<file path="config.mk">
export PLATFORM = sky130hd
export DESIGN_NAME = polyline_corner_detector_flat
export DESIGN_NICKNAME = d
export VERILOG_FILES = /design/src/hw/rtl/pcd_pkg.sv /design/src/hw/rtl/pcd_channels.sv /design/src/hw/rtl/pcd_front.sv /design/src/hw/rtl/pcd_queue.sv /design/src/hw/rtl/pcd_back.sv /design/src/hw/rtl/polyline_corner_detector.sv /design/src/flat_wrapper.sv
export SDC_FILE = /design/constraint.sdc
export NUM_CORES = 2
export LEC_CHECK = 0
export BUFFER_PORTS_ARGS = -buffer_cell sky130_fd_sc_hd__buf_2
export CAP_MARGIN = 20
export CORE_AREA = 2 2 322 324
export DETAILED_ROUTE_END_ITERATION = 8
export DIE_AREA = 0 0 324 326
export GPL_ROUTABILITY_DRIVEN = 1
export PLACE_DENSITY = 0.81
export SLEW_MARGIN = 40
export SYNTH_ARGS = -nofsm -noshare
export SYNTH_HDL_FRONTEND = slang
export SYNTH_SLANG_ARGS = --single-unit
</file>
<file path="constraint.sdc">
create_clock -name clock -period 17.81 [get_ports clock]
set_input_delay 1.781 -clock clock [delete_from_list [all_inputs] [get_ports clock]]
set_output_delay 1.781 -clock clock [all_outputs]
set_load 0.005 [all_outputs]
</file>
<file path="src/hw/rtl/pcd_pkg.sv">
`default_nettype none

package pcd_pkg;

   localparam int COORD_BITS = 16;
   localparam int DELTA_BITS = COORD_BITS + 1;
   localparam int PROD_BITS  = 2 * DELTA_BITS;
   localparam int TERM_BITS  = PROD_BITS + 1;
   localparam int THR_BITS   = 10;
   localparam int SCALE_BITS = PROD_BITS + THR_BITS;

   localparam int AXIS_LIMIT = 200;
   localparam int LIMIT_BITS = $clog2(AXIS_LIMIT + 1);
   localparam logic [LIMIT_BITS-1:0] AXIS_LIMIT_V = LIMIT_BITS'(AXIS_LIMIT);
   localparam logic [THR_BITS-1:0]   THR_RESET    = THR_BITS'(50);

   localparam int QUEUE_DEPTH = 2;
   localparam int QPTR_BITS   = $clog2(QUEUE_DEPTH);
   localparam int QCNT_BITS   = $clog2(QUEUE_DEPTH + 1);

   localparam int HELD_BITS = 2;
   localparam logic [HELD_BITS-1:0] HELD_FULL = HELD_BITS'(2);

   // How the back end has to judge a window.
   localparam logic [1:0] KIND_SKIP  = 2'd0;
   localparam logic [1:0] KIND_AXIS  = 2'd1;
   localparam logic [1:0] KIND_SLOPE = 2'd2;

   typedef logic signed [COORD_BITS-1:0] coord_type;
   typedef logic signed [DELTA_BITS-1:0] delta_type;

   typedef struct packed {
      logic [1:0] kind;
      coord_type  mid_x;
      coord_type  mid_y;
      delta_type  dx1;
      delta_type  dy1;
      delta_type  dx2;
      delta_type  dy2;
   } work_type;

   typedef struct packed {
      logic     valid;
      work_type work;
   } slot_type;

endpackage

`default_nettype wire

</file>
<file path="src/hw/rtl/pcd_channels.sv">
`default_nettype none

interface pcd_point_if import pcd_pkg::*; ();
   logic      valid;
   logic      ready;
   coord_type point_x;
   coord_type point_y;
   logic      starts_path;

   modport source (output valid, point_x, point_y, starts_path, input ready);
   modport sink (input valid, point_x, point_y, starts_path, output ready);
endinterface

interface pcd_corner_if import pcd_pkg::*; ();
   logic      valid;
   logic      ready;
   coord_type corner_x;
   coord_type corner_y;

   modport source (output valid, corner_x, corner_y, input ready);
   modport sink (input valid, corner_x, corner_y, output ready);
endinterface

interface pcd_csr_if import pcd_pkg::*; ();
   logic                valid;
   logic                ready;
   logic [THR_BITS-1:0] corner_threshold;

   modport source (output valid, corner_threshold, input ready);
   modport sink (input valid, corner_threshold, output ready);
endinterface

`default_nettype wire

</file>
<file path="src/hw/rtl/pcd_front.sv">
`default_nettype none

module pcd_front import pcd_pkg::*; (
   input  wire         clock,
   input  wire         reset,
   pcd_point_if.sink   req_chan,
   input  wire         queue_full,
   output slot_type    push
);

   logic [HELD_BITS-1:0] held_ff, held_in, held_eff;
   coord_type older_x_ff, older_y_ff, mid_x_ff, mid_y_ff;
   delta_type dx1, dy1, dx2, dy2;
   logic [1:0] kind;
   logic       accept;

   assign req_chan.ready = !queue_full;
   assign accept = req_chan.valid && !queue_full;

   assign held_eff = req_chan.starts_path ? '0 : held_ff;

   assign dx1 = DELTA_BITS'(mid_x_ff) - DELTA_BITS'(older_x_ff);
   assign dy1 = DELTA_BITS'(mid_y_ff) - DELTA_BITS'(older_y_ff);
   assign dx2 = DELTA_BITS'(req_chan.point_x) - DELTA_BITS'(mid_x_ff);
   assign dy2 = DELTA_BITS'(req_chan.point_y) - DELTA_BITS'(mid_y_ff);

   // A zero-length first side counts as vertical.
   always_comb begin
      if (held_eff != HELD_FULL) begin
         kind = KIND_SKIP;
      end else if (dx1 == '0) begin
         kind = (dx2 != '0) ? KIND_AXIS : KIND_SKIP;
      end else if (dy1 == '0) begin
         kind = (dy2 != '0) ? KIND_AXIS : KIND_SKIP;
      end else if (dx2 == '0) begin
         kind = KIND_AXIS;
      end else begin
         kind = KIND_SLOPE;
      end
   end

   assign held_in = (held_eff == HELD_FULL) ? HELD_FULL : held_eff + 1'b1;

   always_comb begin
      push.valid      = accept && (kind != KIND_SKIP);
      push.work.kind  = kind;
      push.work.mid_x = mid_x_ff;
      push.work.mid_y = mid_y_ff;
      push.work.dx1   = dx1;
      push.work.dy1   = dy1;
      push.work.dx2   = dx2;
      push.work.dy2   = dy2;
   end

   always_ff @(posedge clock) begin
      if (reset) begin
         held_ff    <= '0;
         older_x_ff <= '0;
         older_y_ff <= '0;
         mid_x_ff   <= '0;
         mid_y_ff   <= '0;
      end else if (accept) begin
         held_ff    <= held_in;
         older_x_ff <= mid_x_ff;
         older_y_ff <= mid_y_ff;
         mid_x_ff   <= req_chan.point_x;
         mid_y_ff   <= req_chan.point_y;
      end
   end

endmodule

`default_nettype wire

</file>
<file path="src/hw/rtl/pcd_queue.sv">
`default_nettype none

module pcd_queue import pcd_pkg::*; (
   input  wire            clock,
   input  wire            reset,
   input  wire slot_type  push,
   input  wire            pop,
   output logic           full,
   output slot_type       head
);

   work_type entry_ff [QUEUE_DEPTH];
   logic [QPTR_BITS-1:0] wr_ptr_ff, rd_ptr_ff;
   logic [QCNT_BITS-1:0] count_ff;
   logic do_push, do_pop;

   assign full       = (count_ff == QCNT_BITS'(QUEUE_DEPTH));
   assign head.valid = (count_ff != '0);
   assign head.work  = entry_ff[rd_ptr_ff];

   assign do_push = push.valid && !full;
   assign do_pop  = pop && head.valid;

   always_ff @(posedge clock) begin
      if (do_push) begin
         entry_ff[wr_ptr_ff] <= push.work;
      end
   end

   always_ff @(posedge clock) begin
      if (reset) begin
         wr_ptr_ff <= '0;
         rd_ptr_ff <= '0;
         count_ff  <= '0;
      end else begin
         if (do_push) begin
            wr_ptr_ff <= (wr_ptr_ff == QPTR_BITS'(QUEUE_DEPTH - 1)) ? '0 : wr_ptr_ff + 1'b1;
         end
         if (do_pop) begin
            rd_ptr_ff <= (rd_ptr_ff == QPTR_BITS'(QUEUE_DEPTH - 1)) ? '0 : rd_ptr_ff + 1'b1;
         end
         if (do_push && !do_pop) begin
            count_ff <= count_ff + 1'b1;
         end else if (do_pop && !do_push) begin
            count_ff <= count_ff - 1'b1;
         end
      end
   end

endmodule

`default_nettype wire

</file>
<file path="src/hw/rtl/pcd_back.sv">
`default_nettype none

module pcd_back import pcd_pkg::*; (
   input  wire                 clock,
   input  wire                 reset,
   input  wire  [THR_BITS-1:0] threshold,
   input  wire  slot_type      head,
   output logic                pop,
   pcd_corner_if.source        rsp_chan
);

   logic advance;

   // Stage 1: cross products.
   logic      s1_valid_ff;
   logic [1:0] s1_kind_ff;
   coord_type s1_x_ff, s1_y_ff;
   logic signed [PROD_BITS-1:0] prod_a_ff, prod_b_ff;

   // Stage 2: magnitudes of difference and sum.
   logic      s2_valid_ff;
   logic [1:0] s2_kind_ff;
   coord_type s2_x_ff, s2_y_ff;
   logic [PROD_BITS-1:0] mag_diff_ff, mag_sum_ff, mag_diff_in, mag_sum_in;
   logic signed [TERM_BITS-1:0] term_diff, term_sum;

   // Stage 3: scaled magnitudes.
   logic      s3_valid_ff;
   logic [1:0] s3_kind_ff;
   coord_type s3_x_ff, s3_y_ff;
   logic [SCALE_BITS-1:0] scaled_diff_ff, scaled_sum_ff;

   // Output register.
   logic      rsp_valid_ff, rsp_valid_in, is_corner;
   coord_type corner_x_ff, corner_y_ff;

   assign advance = !rsp_valid_ff || rsp_chan.ready;
   assign pop     = advance && head.valid;

   assign term_diff   = TERM_BITS'(prod_a_ff) - TERM_BITS'(prod_b_ff);
   assign term_sum    = TERM_BITS'(prod_a_ff) + TERM_BITS'(prod_b_ff);
   assign mag_diff_in = term_diff[TERM_BITS-1] ? PROD_BITS'(-term_diff)
                                                : PROD_BITS'(term_diff);
   assign mag_sum_in  = term_sum[TERM_BITS-1] ? PROD_BITS'(-term_sum)
                                               : PROD_BITS'(term_sum);

   always_comb begin
      if (s3_kind_ff == KIND_AXIS) begin
         is_corner = (threshold < THR_BITS'(AXIS_LIMIT));
      end else begin
         is_corner = (scaled_diff_ff > scaled_sum_ff);
      end
   end

   assign rsp_valid_in = s3_valid_ff && is_corner;

   always_ff @(posedge clock) begin
      if (advance) begin
         s1_kind_ff     <= head.work.kind;
         s1_x_ff        <= head.work.mid_x;
         s1_y_ff        <= head.work.mid_y;
         prod_a_ff      <= head.work.dy2 * head.work.dx1;
         prod_b_ff      <= head.work.dy1 * head.work.dx2;
         s2_kind_ff     <= s1_kind_ff;
         s2_x_ff        <= s1_x_ff;
         s2_y_ff        <= s1_y_ff;
         mag_diff_ff    <= mag_diff_in;
         mag_sum_ff     <= mag_sum_in;
         s3_kind_ff     <= s2_kind_ff;
         s3_x_ff        <= s2_x_ff;
         s3_y_ff        <= s2_y_ff;
         scaled_diff_ff <= SCALE_BITS'(mag_diff_ff) * SCALE_BITS'(AXIS_LIMIT_V);
         scaled_sum_ff  <= SCALE_BITS'(mag_sum_ff) * SCALE_BITS'(threshold);
         corner_x_ff    <= s3_x_ff;
         corner_y_ff    <= s3_y_ff;
      end
   end

   always_ff @(posedge clock) begin
      if (reset) begin
         s1_valid_ff  <= 1'b0;
         s2_valid_ff  <= 1'b0;
         s3_valid_ff  <= 1'b0;
         rsp_valid_ff <= 1'b0;
      end else if (advance) begin
         s1_valid_ff  <= head.valid;
         s2_valid_ff  <= s1_valid_ff;
         s3_valid_ff  <= s2_valid_ff;
         rsp_valid_ff <= rsp_valid_in;
      end
   end

   assign rsp_chan.valid    = rsp_valid_ff;
   assign rsp_chan.corner_x = corner_x_ff;
   assign rsp_chan.corner_y = corner_y_ff;

endmodule

`default_nettype wire

</file>
<file path="src/hw/rtl/polyline_corner_detector.sv">
// Polyline corner detector.
// Points arrive as beats on req_chan (point_x, point_y, starts_path). The block
// keeps the two previous points of the current path; each new point closes a
// window and the middle point is judged. A corner leaves as one beat on
// rsp_chan carrying the middle point; a non-corner leaves no beat at all.
// A beat with starts_path set begins a new path, so its first two points only
// fill the window. csr_chan writes corner_threshold (reset value 50); it is
// always ready and must only be written while no point is in flight.
// Throughput is one point per cycle while req_chan.ready is high. A corner's
// closing point passes through the front-to-back queue, then the product,
// magnitude and scaling stages and the output register before the corner
// appears on rsp_chan. The two-entry queue lets the front keep taking points
// while the back is held. When the receiver stalls, the whole back pipeline
// freezes behind the output register, the queue fills, and req_chan.ready
// drops once two judged windows wait. Synchronous reset empties the window,
// queue and pipeline and restores the threshold.
`default_nettype none

module polyline_corner_detector import pcd_pkg::*; (
   input  wire           clock,
   input  wire           reset,
   pcd_point_if.sink     req_chan,
   pcd_corner_if.source  rsp_chan,
   pcd_csr_if.sink       csr_chan
);

   logic [THR_BITS-1:0] threshold_ff;
   slot_type push, head;
   logic     queue_full, pop;

   // The threshold register takes every write at once.
   assign csr_chan.ready = 1'b1;

   always_ff @(posedge clock) begin
      if (reset) begin
         threshold_ff <= THR_RESET;
      end else if (csr_chan.valid) begin
         threshold_ff <= csr_chan.corner_threshold;
      end
   end

   // Front end: window and classification of each closed window.
   pcd_front u_front (
      .clock      (clock),
      .reset      (reset),
      .req_chan   (req_chan),
      .queue_full (queue_full),
      .push       (push)
   );

   // Windows that need a verdict wait here.
   pcd_queue u_queue (
      .clock (clock),
      .reset (reset),
      .push  (push),
      .pop   (pop),
      .full  (queue_full),
      .head  (head)
   );

   // Back end: slope comparison or axis test, and result register.
   pcd_back u_back (
      .clock     (clock),
      .reset     (reset),
      .threshold (threshold_ff),
      .head      (head),
      .pop       (pop),
      .rsp_chan  (rsp_chan)
   );

endmodule

`default_nettype wire

</file>
<file path="src/flat_wrapper.sv">
// flat-port wrapper written by rule: the top's interface ports become plain ports
module polyline_corner_detector_flat import pcd_pkg::*;
  (clock, reset, req_chan_valid, req_chan_point_x, req_chan_point_y, req_chan_starts_path, req_chan_ready, rsp_chan_valid, rsp_chan_corner_x, rsp_chan_corner_y, rsp_chan_ready, csr_chan_valid, csr_chan_corner_threshold, csr_chan_ready);
  pcd_point_if req_chan_i ();
  pcd_corner_if rsp_chan_i ();
  pcd_csr_if csr_chan_i ();
  input  wire clock;
  input  wire reset;
  input wire logic [$bits(req_chan_i.valid)-1:0] req_chan_valid;
  input wire logic [$bits(req_chan_i.point_x)-1:0] req_chan_point_x;
  input wire logic [$bits(req_chan_i.point_y)-1:0] req_chan_point_y;
  input wire logic [$bits(req_chan_i.starts_path)-1:0] req_chan_starts_path;
  output wire logic [$bits(req_chan_i.ready)-1:0] req_chan_ready;
  output wire logic [$bits(rsp_chan_i.valid)-1:0] rsp_chan_valid;
  output wire logic [$bits(rsp_chan_i.corner_x)-1:0] rsp_chan_corner_x;
  output wire logic [$bits(rsp_chan_i.corner_y)-1:0] rsp_chan_corner_y;
  input wire logic [$bits(rsp_chan_i.ready)-1:0] rsp_chan_ready;
  input wire logic [$bits(csr_chan_i.valid)-1:0] csr_chan_valid;
  input wire logic [$bits(csr_chan_i.corner_threshold)-1:0] csr_chan_corner_threshold;
  output wire logic [$bits(csr_chan_i.ready)-1:0] csr_chan_ready;
  assign req_chan_i.valid = req_chan_valid;
  assign req_chan_i.point_x = req_chan_point_x;
  assign req_chan_i.point_y = req_chan_point_y;
  assign req_chan_i.starts_path = req_chan_starts_path;
  assign req_chan_ready = req_chan_i.ready;
  assign rsp_chan_valid = rsp_chan_i.valid;
  assign rsp_chan_corner_x = rsp_chan_i.corner_x;
  assign rsp_chan_corner_y = rsp_chan_i.corner_y;
  assign rsp_chan_i.ready = rsp_chan_ready;
  assign csr_chan_i.valid = csr_chan_valid;
  assign csr_chan_i.corner_threshold = csr_chan_corner_threshold;
  assign csr_chan_ready = csr_chan_i.ready;
  polyline_corner_detector u_core (.clock(clock), .reset(reset), .req_chan(req_chan_i), .rsp_chan(rsp_chan_i), .csr_chan(csr_chan_i));
endmodule
</file>
== Word level (Yosys, flattened, before mapping) ==
Memory sizes are Yosys's and may differ from the RTL's. A register that Yosys moved wholly into a read port is not among the register bits.
Cells that the tools add are included.

* Add/subtract/negate cells: 13
* Mux-type cells: 19
* Multipliers: 4
* $lt $le $gt $ge: 2
* Reductions and logical operators: 21
* Eq/ne operators: 4

{| class="wikitable"
|+ Operators by type and width
! operator !! count
|-
| $mul 17x17->34 || 2
|-
| $mux 34 || 2
|-
| $neg 34->34 || 2
|-
| $sub 16x16->17 || 4
|-
| $logic_not 17->1 || 3
|-
| $gt 42x44->1 || 1
|-
| $mul 34x10->44 || 1
|-
| $mul 34x5->39 const B || 1
|-
| $add 34x34->35 || 1
|-
| $sub 34x34->35 || 1
|-
| $reduce_bool 17->1 || 2
|-
| $mux 2 || 8
|-
| $lt 10x8->1 const B || 1
|-
| $mux 1 || 9
|-
| $logic_and 1x1->1 || 8
|-
| $reduce_bool 2->1 || 3
|-
| $add 2x1->2 const B || 2
|-
| $eq 2x2->1 const B || 2
|-
| $logic_not 1->1 || 4
|-
| $add 1x1->1 const B || 2
|-
| $eq 2x1->1 const B || 1
|-
| $ne 2x2->1 const B || 1
|-
| $sub 2x1->2 const B || 1
|-
| $logic_or 1x1->1 || 1
|}

* Output and inout bits: 35
* Memory bits (writable): 204
* Bits of input ports: 48
* Register bits after elaboration: 437
* Memories kept: 1
* Word-level logic and storage cells: 94

{| class="wikitable"
|+ Memories
! memory !! words !! bits a word !! read ports !! clocked after Yosys merged registers in !! wr ports !! RTL line !! text
|-
| u_core.u_queue.entry_ff || 2 || 102 || 1 || 1 || 1 || pcd_queue.sv:12 || <nowiki>work_type entry_ff [QUEUE_DEPTH];</nowiki>
|}

== Logic depth before layout (Yosys ltp) ==
* Depth after elaboration: 13
* Depth in mapped cells: 31

== By module ==
From an unflattened synthesis, not the netlist that was laid out.

* Cells, all modules: 6475
* Area total of the unflattened synthesis: 66268.6 µm²

{| class="wikitable"
|+ By module, submodules not included
! module !! area an instance (µm²) !! seq. area each (µm²) !! cells each !! times used
|-
| pcd_back || 52529.1 || 10650.2 || 5295 || 1
|-
| pcd_queue || 7602.3 || 6226.0 || 342 || 1
|-
| pcd_front || 5764.3 || 1321.3 || 804 || 1
|-
| polyline_corner_detector || 372.9 || 200.2 || 34 || 1
|}

== Worst setup path after synthesis ==
No wires, ideal clock.

* Path type: input-to-reg
* Start: input rsp_chan_ready
* End: register u_core.u_queue.count_ff[1]
* Setup time: 0.070 ns
* Path slack: 2.584 ns
* Arrival time: 15.155 ns
* Stages on the path: 6
* Buffers on the path: 1
* Path through: nand2b_1 -> clkbuf_1 -> o21ai_0 -> ha_1 -> or3_1 -> a21oi_1

* Word-level cells in the longest chain between the ends: 6
* Elaborated cells on any way between the ends: 8

{| class="wikitable"
|+ RTL lines
! what !! RTL line !! text
|-
| start, declared || flat_wrapper.sv:17 || <nowiki>input wire logic [$bits(rsp_chan_i.ready)-1:0] rsp_chan_ready;</nowiki>
|-
| $logic_or 1x1->1 (*) || pcd_back.sv:37 || <nowiki>assign advance = !rsp_valid_ff || rsp_chan.ready;</nowiki>
|-
| $logic_and 1x1->1 (*) || pcd_back.sv:38 || <nowiki>assign pop = advance && head.valid;</nowiki>
|-
| $logic_and 1x1->1 (*) || pcd_queue.sv:22 || <nowiki>assign do_pop = pop && head.valid;</nowiki>
|-
| $logic_not 1->1 || pcd_queue.sv:42 || <nowiki>if (do_push && !do_pop) begin</nowiki>
|-
| $logic_and 1x1->1 || pcd_queue.sv:42 ||
|-
| $mux 2 / $reduce_bool 2->1 (equally long branches) || -- ||
|-
| end signal, assigned || pcd_queue.sv:43 || <nowiki>count_ff <= count_ff + 1'b1;</nowiki>
|-
| end signal, assigned || pcd_queue.sv:45 || <nowiki>count_ff <= count_ff - 1'b1;</nowiki>
|-
| end, declared || pcd_queue.sv:14 || <nowiki>logic [QCNT_BITS-1:0] count_ff;</nowiki>
|}

Mark *: on every way between the ends. The rest lies on a longest branch, timed or not.
A chain may end at the register's enable or synchronous reset.

==> flow_summary.yaml <==
cells_and_area:
  final_nets: 8060
  mostFrequentLayoutCell: "inv_1"
  seqCellArea_mm2: 0.01840
  multi_input_area_mm2: 0.04219
  mostFrequentLayoutCells: "inv_1, fa_1, nand2_1, edfxtp_1, ha_1"
  n_antenna_cell: 0
  fillerInstances: 7668
  syn_to_final_growth_pct: 6.871
  fin_cells: 8040
  finalCoreUtilization_pct: 68.77
  drive_gt1_share_pct: 6.502
yosys:
  synth_ff_type: "edfxtp_1"
  synth_cell_type_count: 103
  synth.ff_latch_count: 641
  yosys_warnings: 0
  yosysSeqAreaShare_pct: 27.86
  synthCells: 6580
  async_reset_ff_share_pct: 0
  synth_edf_count: 556
  syn_area_mm2: 0.06603
  syn_nets: 8040
  syn_area_per_cell_um2: 10.03
clock_network:
  clockBufferDepth: 3
  clk_pin_slew_ps: 60
  cts_root_buffer: "clkbuf_16"
  hold_buffers: 0
  cts_buffers: 73
  cts.sinks: 641
  clock_latency_ps: 670
  cts_tree: "built"
  cts_max_level: 3
  ctsResizeCount: 0
  post_cts_buffers: 0
placed_design:
  dpl.hpwl_mm: 123.7
  dp_cells: 7903
  gp_congestion: 0.9783
  preCtsSetupSlack_ps: 9212
  portBuffers: 81
drt:
  route.detailed.drc: 0
  num_vias: 45830
  ant_nets: 0
  first_pass_iters: 6
  vias_per_cell: 5.700
  wirelength_mm: 154.9
  wl_per_cell_um: 19.26
  dr.first_iter.drc_count: 3106
min_path:
  hp-class: "flip-flop to flip-flop"
sta:
  setup_viol: 0
  timing.final.ws_setup_ps: 9109
  final_hold_viol_count: 0
  worst_slew_pin_slew_ps: 949.0
  slew_headroom_pct: 34.92
  min_period_over_period_pct: 48.85
  finalSetupTns_ps: 0
  fin_crit_ps: 8701
  skew_ps: 38.16
  slew_violations: 0
  rsz0062_at_grt: "false"
  max_freq_mhz: 114.9
critical_path:
  required_ps: 18200
  arrival_ps: 9090
  critPathMaxStageDelay_ps: 870
  path_delay_family: "adder cells"
  end_kind: "flip-flop"
  critPathBufInv: 5
  crit_fanout: 49
  worstSetupPathType: "flip-flop to flip-flop"
  start_kind: "flip-flop"
  cp_slowest_cell: "dfxtp_4"
  cpMostUsedCell: "fa_1"
grt:
  first_global_vias: 48270
  grt_antenna_before_repair: 1
  gr-total-overflow: 0
  grt_pass1_wl_mm: 250.7
  grt_usage_pct: 30.23
  grt_max_degree: 152
die:
  core_area_mm2: 0.1026
  die_w_um: 324
  start_util_pct: 64.35
  die_area_mm2: 0.1056
  die_height_um: 326
  fp-row-count: 118
  ioPinCount: 83
flow_run:
  maxCapViolations: 0
run_status:
  outcome: "complete, no violations"
worst register-to-register path, stage by stage (launching register included):
cell      delay, ps
dfxtp_4         870
buf_4           700
mux2i_1         820
nor2_1          140
fa_1            560
inv_1            50
fa_1            460
fa_1            500
fa_1            540
inv_1            50
fa_1            470
inv_1            50
fa_1            470
inv_1            40
ha_1            330
a21o_1          170
a21o_1          190
a211o_1         310
o211a_1         280
a31oi_1         310
a31oi_1         160
a41oi_1         290
a211oi_1        160
a41o_1          260
a21oi_1         170
xnor2_1          80
per-layer routing:
metal / track usage, % / up-vias / share of wire, %
li1: - / 21130 / -
met1: 37.94 / 22680 / 40
met2: 52.58 / 1653 / 50
met3: 4.532 / 364 / 6.3
met4: 11.88 / 0 / 4.1
met5: 0 / - / 0
stage by stage:
stage | hold WS [ps] | area, um2
after floorplan | 400.3 | 66030
after global placement | 400.3 | 67840
after detailed placement | 404.5 | 67940
after CTS | 417.4 | 70490
after global routing | 423.4 | 70560
final | 415.2 | 70560
cell families after synthesis:
| kind of cell | count (synthesis) | synth area share [%] |
|---|---|---|
| xor+xnor | 300 | 4.000 |
| other cells | 1 | 0.005679 |
| fa+ha+maj | 1412 | 36.77 |
| flops | 641 | 27.86 |
| mux | 165 | 2.679 |
| simple gates | 1754 | 12.21 |
| buf+inv | 1482 | 8.461 |
| compound gates | 825 | 8.008 |
cell usage after synthesis, types with 32 or more instances:
master,instances,share of area (%)
and2_1,188,1.8
ha_1,531,10
dfxtp_1,85,2.6
fa_1,881,27
nand3_1,52,0.39
o21ai_0,114,0.86
nor2_1,507,2.9
nor2b_1,45,0.43
o21a_1,39,0.44
inv_1,1294,7.4
a21oi_1,313,2.4
nand2b_1,64,0.61
nor3_1,69,0.52
clkbuf_1,146,0.83
a21o_1,97,1.1
xor2_1,75,0.99
xnor2_1,224,3.0
o21bai_1,34,0.39
nand2_1,665,3.8
a31oi_1,32,0.30
mux2_2,90,1.5
mux2i_1,74,1.1
edfxtp_1,556,25
worst paths after layout:
| path | from | to | slack (ps) | cells after the start |
|---|---|---|---|---|
| hold / removal | u_core.u_back.s2_x_ff[11]$_DFFE_PN_ | u_core.u_back.s3_x_ff[11]$_DFFE_PN_ | 420 | 0 |
| setup / recovery | flip-flop | u_core.u_back.prod_a_ff[33]$_DFFE_PN_ | 9110 | 25 |
| setup reg to reg | flip-flop | u_core.u_back.prod_a_ff[33]$_DFFE_PN_ | 9110 | 25 |
| hold reg to reg | u_core.u_back.s2_x_ff[11]$_DFFE_PN_ | u_core.u_back.s3_x_ff[11]$_DFFE_PN_ | 420 | 0 |
registers in the layout (all words and copies together), names as in the netlist, 10 cells and up, named ones only:
register                         flops
u_core.u_back.prod_a_ff             34
u_core.u_queue.entry_ff            204
u_core.u_back.mag_diff_ff           34
u_core.u_front.mid_y_ff             16
u_core.u_back.s2_y_ff               16
u_core.u_front.older_x_ff           16
u_core.u_back.s3_x_ff               16
u_core.u_back.s1_y_ff               16
u_core.u_back.mag_sum_ff            33
u_core.u_back.s2_x_ff               16
u_core.u_back.prod_b_ff             34
u_core.u_back.rsp_chan.corner_y     16
u_core.u_front.mid_x_ff             16
u_core.u_back.rsp_chan.corner_x     16
u_core.u_back.s3_y_ff               16
u_core.u_back.scaled_diff_ff        39
u_core.threshold_ff                 10
u_core.u_back.scaled_sum_ff         44
u_core.u_back.s1_x_ff               16
u_core.u_front.older_y_ff           16
area by class of cell:
cell class	count	share of cell area (%)
clock buffers	92	2.747
clock inverters	43	0.8547
inverters	1297	6.899
multi-input cells	4457	59.79
flip-flops and latches	641	26.08
well taps	1380	2.447
repair buffers	130	1.184
Power is not shown: default switching activity piles up to over one toggle a cycle in this logic, so the estimate is an artifact.
